### config.mk
export PLATFORM = sky130hd
export DESIGN_NAME = rhht_controller
export DESIGN_NICKNAME = d
export VERILOG_FILES = /design/src/hw/rtl/rhht_pkg.sv /design/src/hw/rtl/rhht_controller.sv
export SDC_FILE = /design/constraint.sdc
export NUM_CORES = 1
export LEC_CHECK = 0
export ABC_AREA = 1
export BUFFER_PORTS_ARGS = -buffer_cell sky130_fd_sc_hd__buf_2
export CAP_MARGIN = 0
export CORE_UTILIZATION = 41
export DETAILED_ROUTE_END_ITERATION = 8
export GPL_TIMING_DRIVEN = 0
export PLACE_DENSITY = 0.81
export SYNTH_ARGS = -nofsm -noshare
export SYNTH_HDL_FRONTEND = slang
export SYNTH_SLANG_ARGS = --single-unit
### constraint.sdc
create_clock -name clock -period 1.5 [get_ports clock]
set_clock_uncertainty 0.1 [all_clocks]
set_input_delay 0.15 -clock clock [delete_from_list [all_inputs] [get_ports clock]]
set_output_delay 0.15 -clock clock [all_outputs]
set_load 0.01 [all_outputs]
### src/hw/rtl/rhht_pkg.sv
// rhht_pkg: shared codes and controller/datapath interface structs
// for the robin hood hash table unit; no dependencies
package rhht_pkg;

   localparam int REQ_DATA_W = 168;
   localparam int RSP_DATA_W = 72;

   typedef enum logic [1:0] {
      REQ_LOOKUP = 2'd0,
      REQ_INSERT = 2'd1,
      REQ_DELETE = 2'd2,
      REQ_NONE   = 2'd3
   } req_kind_type;

   typedef enum logic [2:0] {
      ST_FOUND     = 3'd0,
      ST_NOT_FOUND = 3'd1,
      ST_INSERTED  = 3'd2,
      ST_DUPLICATE = 3'd3,
      ST_FULL      = 3'd4
   } status_type;

   typedef enum logic [2:0] {
      WR_NONE,
      WR_CLEAR,
      WR_CARRY,
      WR_SHIFT,
      WR_HOLE
   } wr_op_type;

   typedef enum logic [1:0] {
      VAL_ZERO,
      VAL_ROW,
      VAL_REQ
   } val_sel_type;

   typedef struct packed {
      logic        load;
      logic        idx_home;
      logic        idx_inc;
      logic        n_clr;
      logic        n_set1;
      logic        n_inc;
      logic        rd_en;
      logic        rd_next;
      wr_op_type   wr_op;
      logic        carry_init;
      logic        swap;
      logic        psl_inc;
      logic        cnt_inc;
      logic        cnt_dec;
      logic        res_load;
      status_type  res_status;
      val_sel_type res_sel;
      logic        out_load;
   } cmd_type;

   typedef struct packed {
      logic         row_valid;
      logic         key_match;
      logic         n_gt_psl;
      logic         carry_gt_psl;
      logic         row_psl_zero;
      logic         n_max;
      logic         n_end;
      logic         idx_last;
      logic         full;
      req_kind_type kind;
   } stat_type;

endpackage

### src/hw/rtl/rhht_controller.sv
// rhht_controller: sequencer for clear pass, probe walk, insert carry and backward shift
// depends on rhht_pkg
module rhht_controller (
   input  logic                clock,
   input  logic                reset,
   input  logic                req_tvalid,
   output logic                req_tready,
   output logic                rsp_tvalid,
   input  logic                rsp_tready,
   input  rhht_pkg::stat_type  stat,
   output rhht_pkg::cmd_type   cmd
);
   import rhht_pkg::*;

   typedef enum logic [3:0] {
      S_CLEAR, S_IDLE, S_FRD, S_FCHK, S_PRD, S_PCHK, S_DRD, S_DCHK, S_RESP
   } state_type;

   state_type state_ff, state_in;
   logic      rsp_valid_ff;

   assign rsp_tvalid = rsp_valid_ff;
   assign req_tready = state_ff == S_IDLE;

   task automatic set_res(input status_type s, input val_sel_type v);
      cmd.res_load   = 1'b1;
      cmd.res_status = s;
      cmd.res_sel    = v;
   endtask

   always_comb begin
      cmd = '0;
      cmd.wr_op      = WR_NONE;
      cmd.res_status = ST_NOT_FOUND;
      cmd.res_sel    = VAL_ZERO;
      state_in = state_ff;
      unique case (state_ff)
         S_CLEAR: begin
            cmd.wr_op   = WR_CLEAR;
            cmd.idx_inc = 1'b1;
            if (stat.idx_last) state_in = S_IDLE;
         end
         S_IDLE: begin
            if (req_tvalid) begin
               cmd.load = 1'b1;
               state_in = S_FRD;
            end
         end
         S_FRD: begin
            cmd.rd_en = 1'b1;
            state_in  = S_FCHK;
         end
         S_FCHK: begin
            if (stat.row_valid && stat.key_match) begin
               state_in = S_RESP;
               unique case (stat.kind)
                  REQ_LOOKUP: set_res(ST_FOUND, VAL_ROW);
                  REQ_INSERT: set_res(ST_DUPLICATE, VAL_ROW);
                  REQ_DELETE: begin
                     set_res(ST_FOUND, VAL_ROW);
                     cmd.cnt_dec = 1'b1;
                     cmd.n_set1  = 1'b1;
                     state_in    = S_DRD;
                  end
                  default: set_res(ST_NOT_FOUND, VAL_ZERO);
               endcase
            end else if (!stat.row_valid || stat.n_gt_psl || stat.n_max) begin
               state_in = S_RESP;
               if (stat.kind == REQ_INSERT) begin
                  if (stat.full) begin
                     set_res(ST_FULL, VAL_ZERO);
                  end else begin
                     cmd.carry_init = 1'b1;
                     cmd.idx_home   = 1'b1;
                     cmd.n_clr      = 1'b1;
                     state_in       = S_PRD;
                  end
               end else begin
                  set_res(ST_NOT_FOUND, VAL_ZERO);
               end
            end else begin
               cmd.idx_inc = 1'b1;
               cmd.n_inc   = 1'b1;
               state_in    = S_FRD;
            end
         end
         S_PRD: begin
            cmd.rd_en = 1'b1;
            state_in  = S_PCHK;
         end
         S_PCHK: begin
            if (!stat.row_valid) begin
               cmd.wr_op   = WR_CARRY;
               cmd.cnt_inc = 1'b1;
               set_res(ST_INSERTED, VAL_REQ);
               state_in = S_RESP;
            end else begin
               if (stat.carry_gt_psl) begin
                  cmd.wr_op = WR_CARRY;
                  cmd.swap  = 1'b1;
               end
               cmd.psl_inc = 1'b1;
               cmd.idx_inc = 1'b1;
               cmd.n_inc   = 1'b1;
               if (stat.n_max) begin
                  set_res(ST_INSERTED, VAL_REQ);
                  state_in = S_RESP;
               end else begin
                  state_in = S_PRD;
               end
            end
         end
         S_DRD: begin
            cmd.rd_en   = 1'b1;
            cmd.rd_next = 1'b1;
            state_in    = S_DCHK;
         end
         S_DCHK: begin
            if (stat.n_end || !stat.row_valid || stat.row_psl_zero) begin
               cmd.wr_op = WR_HOLE;
               state_in  = S_RESP;
            end else begin
               cmd.wr_op   = WR_SHIFT;
               cmd.idx_inc = 1'b1;
               cmd.n_inc   = 1'b1;
               state_in    = S_DRD;
            end
         end
         S_RESP: begin
            if (!rsp_valid_ff || rsp_tready) begin
               cmd.out_load = 1'b1;
               state_in     = S_IDLE;
            end
         end
         default: state_in = S_IDLE;
      endcase
   end

   always_ff @(posedge clock) begin
      if (reset) begin
         state_ff     <= S_CLEAR;
         rsp_valid_ff <= 1'b0;
      end else begin
         state_ff <= state_in;
         if (cmd.out_load) begin
            rsp_valid_ff <= 1'b1;
         end else if (rsp_tready) begin
            rsp_valid_ff <= 1'b0;
         end
      end
   end

endmodule

-- After elaboration in Yosys (flattened, before gate mapping)
Cells that the tools add are included.
- equality and inequality tests: 13
- muxes and demuxes: 53
- reduce and logical (&&, ||, !) cells: 14
- operators by type and width (operator ; count):
    $mux W4 ; 11
    $mux W6 ; 6
    $pmux W4 S9 ; 1
    $mux W1 ; 23
    $eq A4 B3 Y1 const B ; 4
    $pmux W6 S2 ; 1
    $mux W3 ; 3
    $pmux W3 S3 ; 1
    $eq A4 B2 Y1 const B ; 2
    $mux W2 ; 4
    $pmux W4 S2 ; 1
    $ne A2 B2 Y1 const B ; 3
    $logic_or A1 B1 Y1 ; 5
    $eq A4 B1 Y1 const B ; 1
    $eq A4 B4 Y1 const B ; 1
    $logic_not A4 Y1 ; 1
    $pmux W1 S4 ; 1
    $pmux W1 S3 ; 1
    $reduce_and A3 Y1 ; 1
    $reduce_or A3 Y1 ; 1
    $eq A2 B1 Y1 const B ; 1
    $eq A2 B2 Y1 const B ; 1
    $logic_not A1 Y1 ; 2
    $logic_not A2 Y1 ; 1
    3 further kinds ; 3
- register bits: 5
- bits of input ports: 15
- output and inout port bits: 25
- logic and storage cells: 82

-- Logic depth before layout (Yosys ltp)
Gate-level depths: netlist of run 1.
- depth in word-level cells: 6
- mapped depth: 9
- gate-level depth less buffers: 9

-- Worst setup path after synthesis of run 1
No wires, ideal clock.
- path type: reg2out
- start point: reg state_ff[3]
- end point: out cmd[3] in the netlist's numbering
- data arrival time: 1.135 ns
- slack: 0.115 ns
- cell stages (with the launch flop): 7
- path buffers: 0
- cells stage by stage: dfxtp_1 inv_1 nand2_1 inv_1 nand3_1 inv_1 a211oi_1
- RTL lines (element ; line ; source):
    start, declared ; rhht_controller.sv:19 ; state_type state_ff, state_in;
    start signal, assigned ; rhht_controller.sv:144 ; state_ff <= state_in;
    end, declared ; rhht_controller.sv:11 ; output rhht_pkg::cmd_type cmd

==> results of run 1 <==
per-stage QoR:
| stage | TNS, ns | area [µm²] |
|---|---|---|
| 5_1_grt | -1.50 | 1130 |
| 6_report | -0.504 | 1130 |
| 3_3_place_gp | 0 | 830 |
| 4_1_cts | -0.183 | 1030 |
| 2_1_floorplan | 0 | 616 |
| 3_5_place_dp | -0.0217 | 830 |
power groups by stage:
| stage | combinational [mW] | sequential (mW) | clock [mW] |
|---|---|---|---|
| CTS | 0.194 | 0.157 | 0.162 |
| detailed placement | 0.168 | 0.152 | 0 |
| finish | 0.244 | 0.162 | 0.157 |
| global route | 0.266 | 0.162 | 0.177 |
| floorplan | 0.104 | 0.150 | 0 |
| global placement | 0.164 | 0.152 | 0 |
worst max-delay path, cell delays in order (launching register included):
cell and delay, ns:
dfxtp_4 0.37, nand2_4 0.11, inv_4 0.06, nand2_4 0.08, inv_4 0.04, buf_4 0.12, a211oi_2 0.16, buf_2 0.15
cells in the final DEF (no fill, tap or decap), types with 4 or more instances in the layout:
master	instances
buf_4	11
buf_6	8
nand3_1	11
nor2_1	22
nand2_4	5
buf_2	34
nand2_2	4
inv_4	5
nand2_1	21
inv_1	23
nor2_4	6
state kept, by name, summed over array words and instances, names as in the netlist:
| register | count |
|---|---|
| rsp_tvalid | 1 |
| state_ff | 4 |
routing by layer:
metal,share of wire [%],wire length [µm]
met3,7.6,187
met1,36,889
met5,0,0
met2,52,1280
met4,4.5,110
repair_timing:
item / CTS / global route
setup buffers: 7 / 5
hold buffers: 1 / 0
setup endpoints to repair: 15 / 20
hold endpoints to repair: 2 / 0
pin swaps: 6 / 4
gates resized for setup: 42 / 17
logic make-up (layout without fill, tap and decap cells):
| family | after synthesis | after routing | synth area share [%] |
|---|---|---|---|
| buffers and inverters | 34 | 89 | 22.6 |
| AND/OR/NAND/NOR | 75 | 75 | 52.2 |
| flip-flops | 5 | 5 | 16.3 |
| AO/OA/AOI/OAI | 9 | 9 | 8.94 |
area by class of cell:
| type | count | area [µm²] | share of cell area (%) |
|---|---|---|---|
| Inverter | 31 | 129 | 11.4 |
| Tap cell | 15 | 18.8 | 1.66 |
| Multi-Input combinational cell | 84 | 492 | 43.5 |
| Buffer | 2 | 22.5 | 1.99 |
| Sequential cell | 5 | 113 | 9.96 |
| Clock buffer | 4 | 26.3 | 2.32 |
| Timing Repair Buffer | 52 | 330 | 29.2 |
path summary, 6_finish.rpt:
kind                                               start                  endpoint  slack (ns)  depth (start not counted)
worst max-delay path            state_ff[0]$_SDFFE_PP0P_                    cmd[3]       -0.08                          7
worst min-delay path                          rsp_tready   rsp_tvalid$_SDFFE_PP0P_        0.22                          4
worst max register to register  state_ff[0]$_SDFFE_PP0P_  state_ff[1]$_SDFFE_PP0P_        0.11                         10
worst min register to register  state_ff[3]$_SDFFE_PP0P_  state_ff[0]$_SDFFE_PP0P_        0.53                          2
==> impl_summary.log, run 1 <==
[metrics] number of placed I/O pins: 40
[metrics] sequential fraction of the synthesis area: 16.3%
[metrics] Async SR Flop Fraction: 0%
[metrics] cts bufs inserted: 3
[metrics] number of endpoints failing setup at the final stage: 13
[metrics] classification of the worst setup path: reg2out
[metrics] pin count of the biggest net entering global routing: 8
[metrics] max cap viols: 0
[metrics] Worst Path Max Fanout: 4
[metrics] flip-flop and latch count after synthesis: 5
[metrics] DP Cell Count: 177
[metrics] switching share of total power: 39.1%
[metrics] clock insertion delay at the later pin of the skew report: 0.24 ns
[metrics] vias in the first global route: 816
[metrics] total number of vias: 1,019
[metrics] post-synthesis net count: 138
[metrics] Die Footprint: 0.00166 mm²
[metrics] via/cell ratio: 5.28
[metrics] TritonCTS clock tree: built
[metrics] number of pins with negative max-slew slack in the final report: 0
[metrics] cell taking the most area after synthesis: inv_1
[metrics] clock slew at reported path FFs: 0.05 ns
[metrics] sort of element at the start of the critical path: register
[metrics] leak pwr: 0.723 nW
[metrics] count of antenna-violating nets left after detailed routing: 0
[metrics] number of levels the H-tree was split into: 1
[metrics] post-route worst hold slack: 0.218 ns
[metrics] slew of the pin with the lowest slew margin: 0.243 ns
[metrics] routability congestion estimate: 0.843
[metrics] post-route insts no fill: 193
[metrics] sw power: 0.220 mW
[metrics] average cell area after synthesis: 5.00 µm²
[metrics] overall power after layout: 0.563 mW
[metrics] post-placement setup slack: -0.0217 ns
[metrics] number of enable-type register cells in the synthesized netlist: 0
[metrics] starting density of the core: 45.6%
[metrics] PwrDens: 498 mW/mm²
[metrics] share of power burned in the clock network: 27.9%
[metrics] highest clock rate: 633 MHz
[metrics] internal power component: 0.343 mW
[metrics] cell types occupying the most area after synthesis: inv_1 19%, nand2_1 17%, nor2_1 17%, dfxtp_1 16%, nand3_1 11%
[metrics] violated checks: negative setup slack
[metrics] synthesized instance count: 123
[metrics] ys flop type: dfxtp_1
[metrics] fraction of final layout cells sized beyond drive strength 1: 50.6%
[metrics] Rel. slew slack: 83.7%
[metrics] antenna diode instance count: 0
[metrics] Clock Path Buffers: 2
[metrics] worst setup margin: -0.0801 ns
[metrics] FILL cells: 89
[metrics] final net count: 194
[metrics] worst IR drop on VDD: 0.502 mV
[metrics] area share of the leading cell type in the synthesized netlist: 18.9%
[metrics] antenna violations before repair: 0
[metrics] Flop pwr share: 28.7%
[metrics] count of warnings emitted by yosys: 0
[metrics] run status: complete, but fails checks
[metrics] placeable core area: 0.00135 mm²
[metrics] area added between synthesis and finish: 83.7%
[metrics] clk sinks: 5
[metrics] period utilization: 105%
[metrics] Routed WL per cell: 12.8 µm
[metrics] Root Buffer: clkbuf_4
[metrics] global-route met1 utilization: 29.2%
[metrics] gr usage total: 28.3%
[metrics] synthesized area: 616 µm²
[metrics] first-pass GRT wire length: 3.13 mm
[metrics] count of TritonRoute iterations in the first routing pass: 4
[metrics] Die Width: 40.8 µm
[metrics] global route overflow: 0
[metrics] fraction of power consumed by combinational cells: 43.3%
[metrics] final cell utilization of the core: 83.8%
[metrics] met3 capacity usage during global routing: 8.15%
[metrics] port bufs: 39
[metrics] die span in y: 40.8 µm
[metrics] Post-synth top cells: 31 x inv_1, 28 x nand2_1, 28 x nor2_1, 13 x nand3_1, 5 x dfxtp_1
[metrics] required time at the endpoint of the critical path: 1.25 ns
[metrics] layer with the highest usage: met2
[metrics] Distinct cells, synth: 15
[metrics] Hold WC Path Type: in2reg
[metrics] total wire length after detailed routing: 2.47 mm
[metrics] # DRC: 0
[metrics] total half-perimeter wirelength after legalization and detailed placement: 1.35 mm
[metrics] fin crit period: 1.58 ns
[metrics] DR iter-0 viols: 47
[metrics] type of element capturing the critical path: output port
[metrics] standard-cell rows: 13
[metrics] most instantiated library cell after synthesis: inv_1
[metrics] Critical Path AT: 1.33 ns
[metrics] fraction of met2 tracks used by global routing: 54.0%
[metrics] final hold viol count: 0
[metrics] RSZ-0062 raised after global routing: true
Note: power is estimated with default switching activity, not from simulation.
==> run 2: changes to the inputs <==
--- a/config.mk
+++ b/config.mk
@@ -5,13 +5,13 @@
 export SDC_FILE = /design/constraint.sdc
 export NUM_CORES = 1
 export LEC_CHECK = 0
-export ABC_AREA = 1
+export ABC_AREA = 0
 export BUFFER_PORTS_ARGS = -buffer_cell sky130_fd_sc_hd__buf_2
 export CAP_MARGIN = 0
-export CORE_UTILIZATION = 41
+export CORE_UTILIZATION = 40
 export DETAILED_ROUTE_END_ITERATION = 8
 export GPL_TIMING_DRIVEN = 0
-export PLACE_DENSITY = 0.81
+export PLACE_DENSITY = 0.8
 export SYNTH_ARGS = -nofsm -noshare
 export SYNTH_HDL_FRONTEND = slang
 export SYNTH_SLANG_ARGS = --single-unit
==> run 2 against run 1 <==
Against the previous run:
- the run still ends with negative setup slack left
- via count down 7.9%
- synthesized cell count down 31%
- register-to-register slack worse by 0.26 ns
- clock power up 8%
- global-route usage up 1.6 points
- highest routed layer unchanged
- die area down 0.81%
- cell count down 17%
- worst setup slack worse by 0.19 ns
- count of clock-buffer cells in the layout unchanged
- flip-flop and latch count unchanged
- combinational power down 44%
==> impl_summary.log, run 2 <==
[metrics] run status: complete, but fails checks
[metrics] violated checks: negative setup slack
[metrics] cts bufs inserted: 3 (unchanged)
[metrics] # DRC: 0 (unchanged)
[metrics] Clock Path Buffers: 2 (unchanged)
[metrics] Distinct cells, synth: 34 (+19)
[metrics] vias in the first global route: 824 (+0.98%)
[metrics] die span in y: 40.6 µm (-0.40%)
[metrics] period utilization: 118% (+13 points)
[metrics] pin count of the biggest net entering global routing: 11 (+3)
[metrics] Post-synth top cells: 13 x nand2_1, 7 x inv_1, 6 x nor2_1, 6 x o21ai_0
[metrics] leading cell types in the layout, fill and taps excluded: 33 x buf_2, 22 x buf_6, 8 x buf_4
[metrics] number of endpoints failing setup at the final stage: 23 (+10)
[metrics] Rel. slew slack: 71.1% (-13 points)
[metrics] type of element capturing the critical path: output port
[metrics] port bufs: 39 (unchanged)
[metrics] Worst Path Max Fanout: 4 (unchanged)
[metrics] number of pins with negative max-slew slack in the final report: 0 (unchanged)
[metrics] placeable core area: 0.00135 mm² (unchanged)
[metrics] final hold viol count: 0 (unchanged)
[metrics] global route overflow: 0 (unchanged)
[metrics] Die Footprint: 0.00165 mm² (-0.81%)
[metrics] total wire length after detailed routing: 2.68 mm (+8.7%)
[metrics] post-placement setup slack: -0.0830 ns (-0.0613 ns)
[metrics] count of warnings emitted by yosys: 0 (unchanged)
[metrics] max cap viols: 0 (unchanged)
[metrics] gr usage total: 29.9% (+1.6 points)
[metrics] count of antenna-violating nets left after detailed routing: 0 (unchanged)
[metrics] DP Cell Count: 139 (-21%)
[metrics] RSZ-0062 raised after global routing: true
[metrics] Min-Delay Startpoint: reset
[metrics] flip-flop and latch count after synthesis: 5 (unchanged)
[metrics] area added between synthesis and finish: 99.8%
[metrics] FILL cells: 69 (-22%)
[metrics] clock slew at reported path FFs: 0.04 ns (about the same)
[metrics] final net count: 161 (-17%)
[metrics] PwrDens: 373 mW/mm² (-25%)
[metrics] Hold WC Path Type: in2reg
[metrics] post-route insts no fill: 160 (-17%)
[metrics] worst r2r path cells: 7 (-3)
[metrics] Async SR Flop Fraction: 0% (unchanged)
[metrics] first-pass GRT wire length: 3.31 mm (+5.8%)
[metrics] via/cell ratio: 5.87 (+11%)
[metrics] post-synthesis net count: 100 (-28%)
[metrics] ys flop type: dfxtp_1
[metrics] classification of the worst setup path: reg2out
[metrics] synthesized instance count: 85 (-31%)
[metrics] total number of vias: 939 (-7.9%)
[metrics] cell taking the most area after synthesis: dfxtp_1
[metrics] most instantiated library cell after synthesis: nand2_1
[metrics] fraction of final layout cells sized beyond drive strength 1: 67.6% (+17 points)
[metrics] area taken by multi-input logic gates: 533 µm² (+8.4%)
[metrics] register-to-register setup slack: -0.15 ns (-0.26 ns)
[metrics] worst setup margin: -0.273 ns (-0.192 ns)
[metrics] fin crit period: 1.77 ns (+0.192 ns)
[metrics] sequential fraction of the synthesis area: 16.8% (+0.55 points)
[metrics] routability congestion estimate: 0.769 (-8.7%)
[metrics] worst flop-to-flop path startpoint: state_ff[3]$_SDFFE_PP0P_
[metrics] standard-cell rows: 13 (unchanged)
[metrics] number of placed I/O pins: 40 (unchanged)
[metrics] antenna violations before repair: 0 (unchanged)
[metrics] average cell area after synthesis: 7.01 µm² (+40%)
[metrics] Die Width: 40.6 µm (-0.40%)
[metrics] synthesized area: 596 µm² (-3.3%)
[metrics] clock insertion delay at the later pin of the skew report: 0.26 ns (+0.02 ns)
[metrics] DR iter-0 viols: 17 (-64%)
[metrics] sort of element at the start of the critical path: register
[metrics] count of TritonRoute iterations in the first routing pass: 4 (unchanged)
[metrics] highest clock rate: 564 MHz (-11%)
[metrics] area share of the leading cell type in the synthesized netlist: 16.8% (-2.1 points)
[metrics] Largest register FFs: 4 (unchanged)
[metrics] post-route worst hold slack: 0.0448 ns (-0.174 ns)
[metrics] endpoint of the worst-slack reg-to-reg timing path: state_ff[1]$_SDFFE_PP0P_
[metrics] number of levels the H-tree was split into: 1 (unchanged)
[metrics] cell types occupying the most area after synthesis: dfxtp_1 17%, nand2_1 8.2%, o21ai_0 5.0%, inv_1 4.4%, a21oi_1 4.2%
[metrics] antenna diode instance count: 0 (unchanged)
[metrics] Routed WL per cell: 16.8 µm (+31%)
[metrics] most common cell after layout, fill and taps aside: buf_2
[metrics] starting density of the core: 44.1% (-1.5 points)
[metrics] leak pwr: 0.629 nW (-13%)
[metrics] Root Buffer: clkbuf_4
[metrics] TritonCTS clock tree: built
[metrics] total half-perimeter wirelength after legalization and detailed placement: 1.31 mm (-2.5%)
[metrics] required time at the endpoint of the critical path: 1.25 ns (about the same)
[metrics] clk sinks: 5 (unchanged)
[metrics] slew of the pin with the lowest slew margin: 0.432 ns (+0.189 ns)
[metrics] register bank with the most flops: state_ff
[metrics] area occupied by registers: 110 µm² (-2.2%)
[metrics] Critical Path AT: 1.52 ns (+0.19 ns)
[metrics] Worst Setup SP: state_ff[3]$_SDFFE_PP0P_
[metrics] capture point of the worst path: cmd[19]
[metrics] overall power after layout: 0.444 mW (-21%)
[metrics] number of enable-type register cells in the synthesized netlist: 0 (unchanged)
[metrics] worst IR drop on VDD: 0.322 mV (-36%)
-- run 2: power by group --
group / total, mW / internal (mW) / leakage (nW) / switching (mW)
clock: 0.169 / 0.101 / 0.0150 / 0.0675
combinational: 0.137 / 0.0635 / 0.571 / 0.0738
sequential: 0.138 / 0.134 / 0.0430 / 0.00370
-- run 2: final cells by class --
type	count	share of cell area [%]
buffer	6	5.68
inverter	7	2.42
multi-input combinational	66	44.8
tap	15	1.58
clock buffer	4	2.21
timing repair buffer	57	34.1
sequential	5	9.25
-- run 2: worst min-delay path by stage --
stage	cells past startpoint	slack, ns	to
6_report	2	0.04	state_ff[2]$_SDFFE_PP0P_
5_1_grt	2	0.04	state_ff[2]$_SDFFE_PP0P_
4_1_cts	2	0.03	state_ff[2]$_SDFFE_PP0P_
3_5_place_dp	2	0.28	rsp_tvalid$_SDFFE_PP0P_
3_3_place_gp	2	0.28	state_ff[3]$_SDFFE_PP0P_
2_1_floorplan	1	0.12	rsp_tvalid$_SDFFE_PP0P_
-- run 2: cell families after synthesis --
| logic type | after synthesis | share of synthesized area, % |
|---|---|---|
| AND/OR/NAND/NOR | 49 | 52.3 |
| flip-flops | 5 | 16.8 |
| AO/OA/AOI/OAI | 17 | 17.2 |
| buffers and inverters | 14 | 13.7 |
-- run 2: routing by layer --
metal / track usage (%) / vias to the layer above / wire, µm
li1: - / 421 / -
met1: 27.3 / 446 / 933
met2: 58.7 / 62 / 1440
met3: 11.1 / 10 / 205
met4: 10.0 / 0 / 105
met5: 0 / - / 0
-- run 2: stage by stage --
step | utilization [%] | cell area (µm²) | TNS (ns)
final | 88.1 | 1190 | -3.87
after floorplan | - | 596 | -0.0889
after global routing | 88.1 | 1190 | -5.08
after global placement | 60.0 | 810 | -0.123
after CTS | 79.4 | 1070 | -3.05
after detailed placement | 60.0 | 810 | -0.191
-- run 2: worst max-delay path, cell delays in order (launching register included) --
cell and delay (ns):
dfxtp_2 0.32, and4bb_4 0.36, buf_6 0.13, nand4_1 0.13, inv_2 0.13, buf_6 0.10
buf_6 0.09
-- run 2: timing repair --
| action | 4_1_cts | 5_1_grt |
|---|---|---|
| setup buffers | 10 | 11 |
| pin swaps | 12 | 17 |
| resized for setup | 45 | 19 |
| hold buffers | 0 | 0 |
| endpoints found under the setup margin | 22 | 24 |
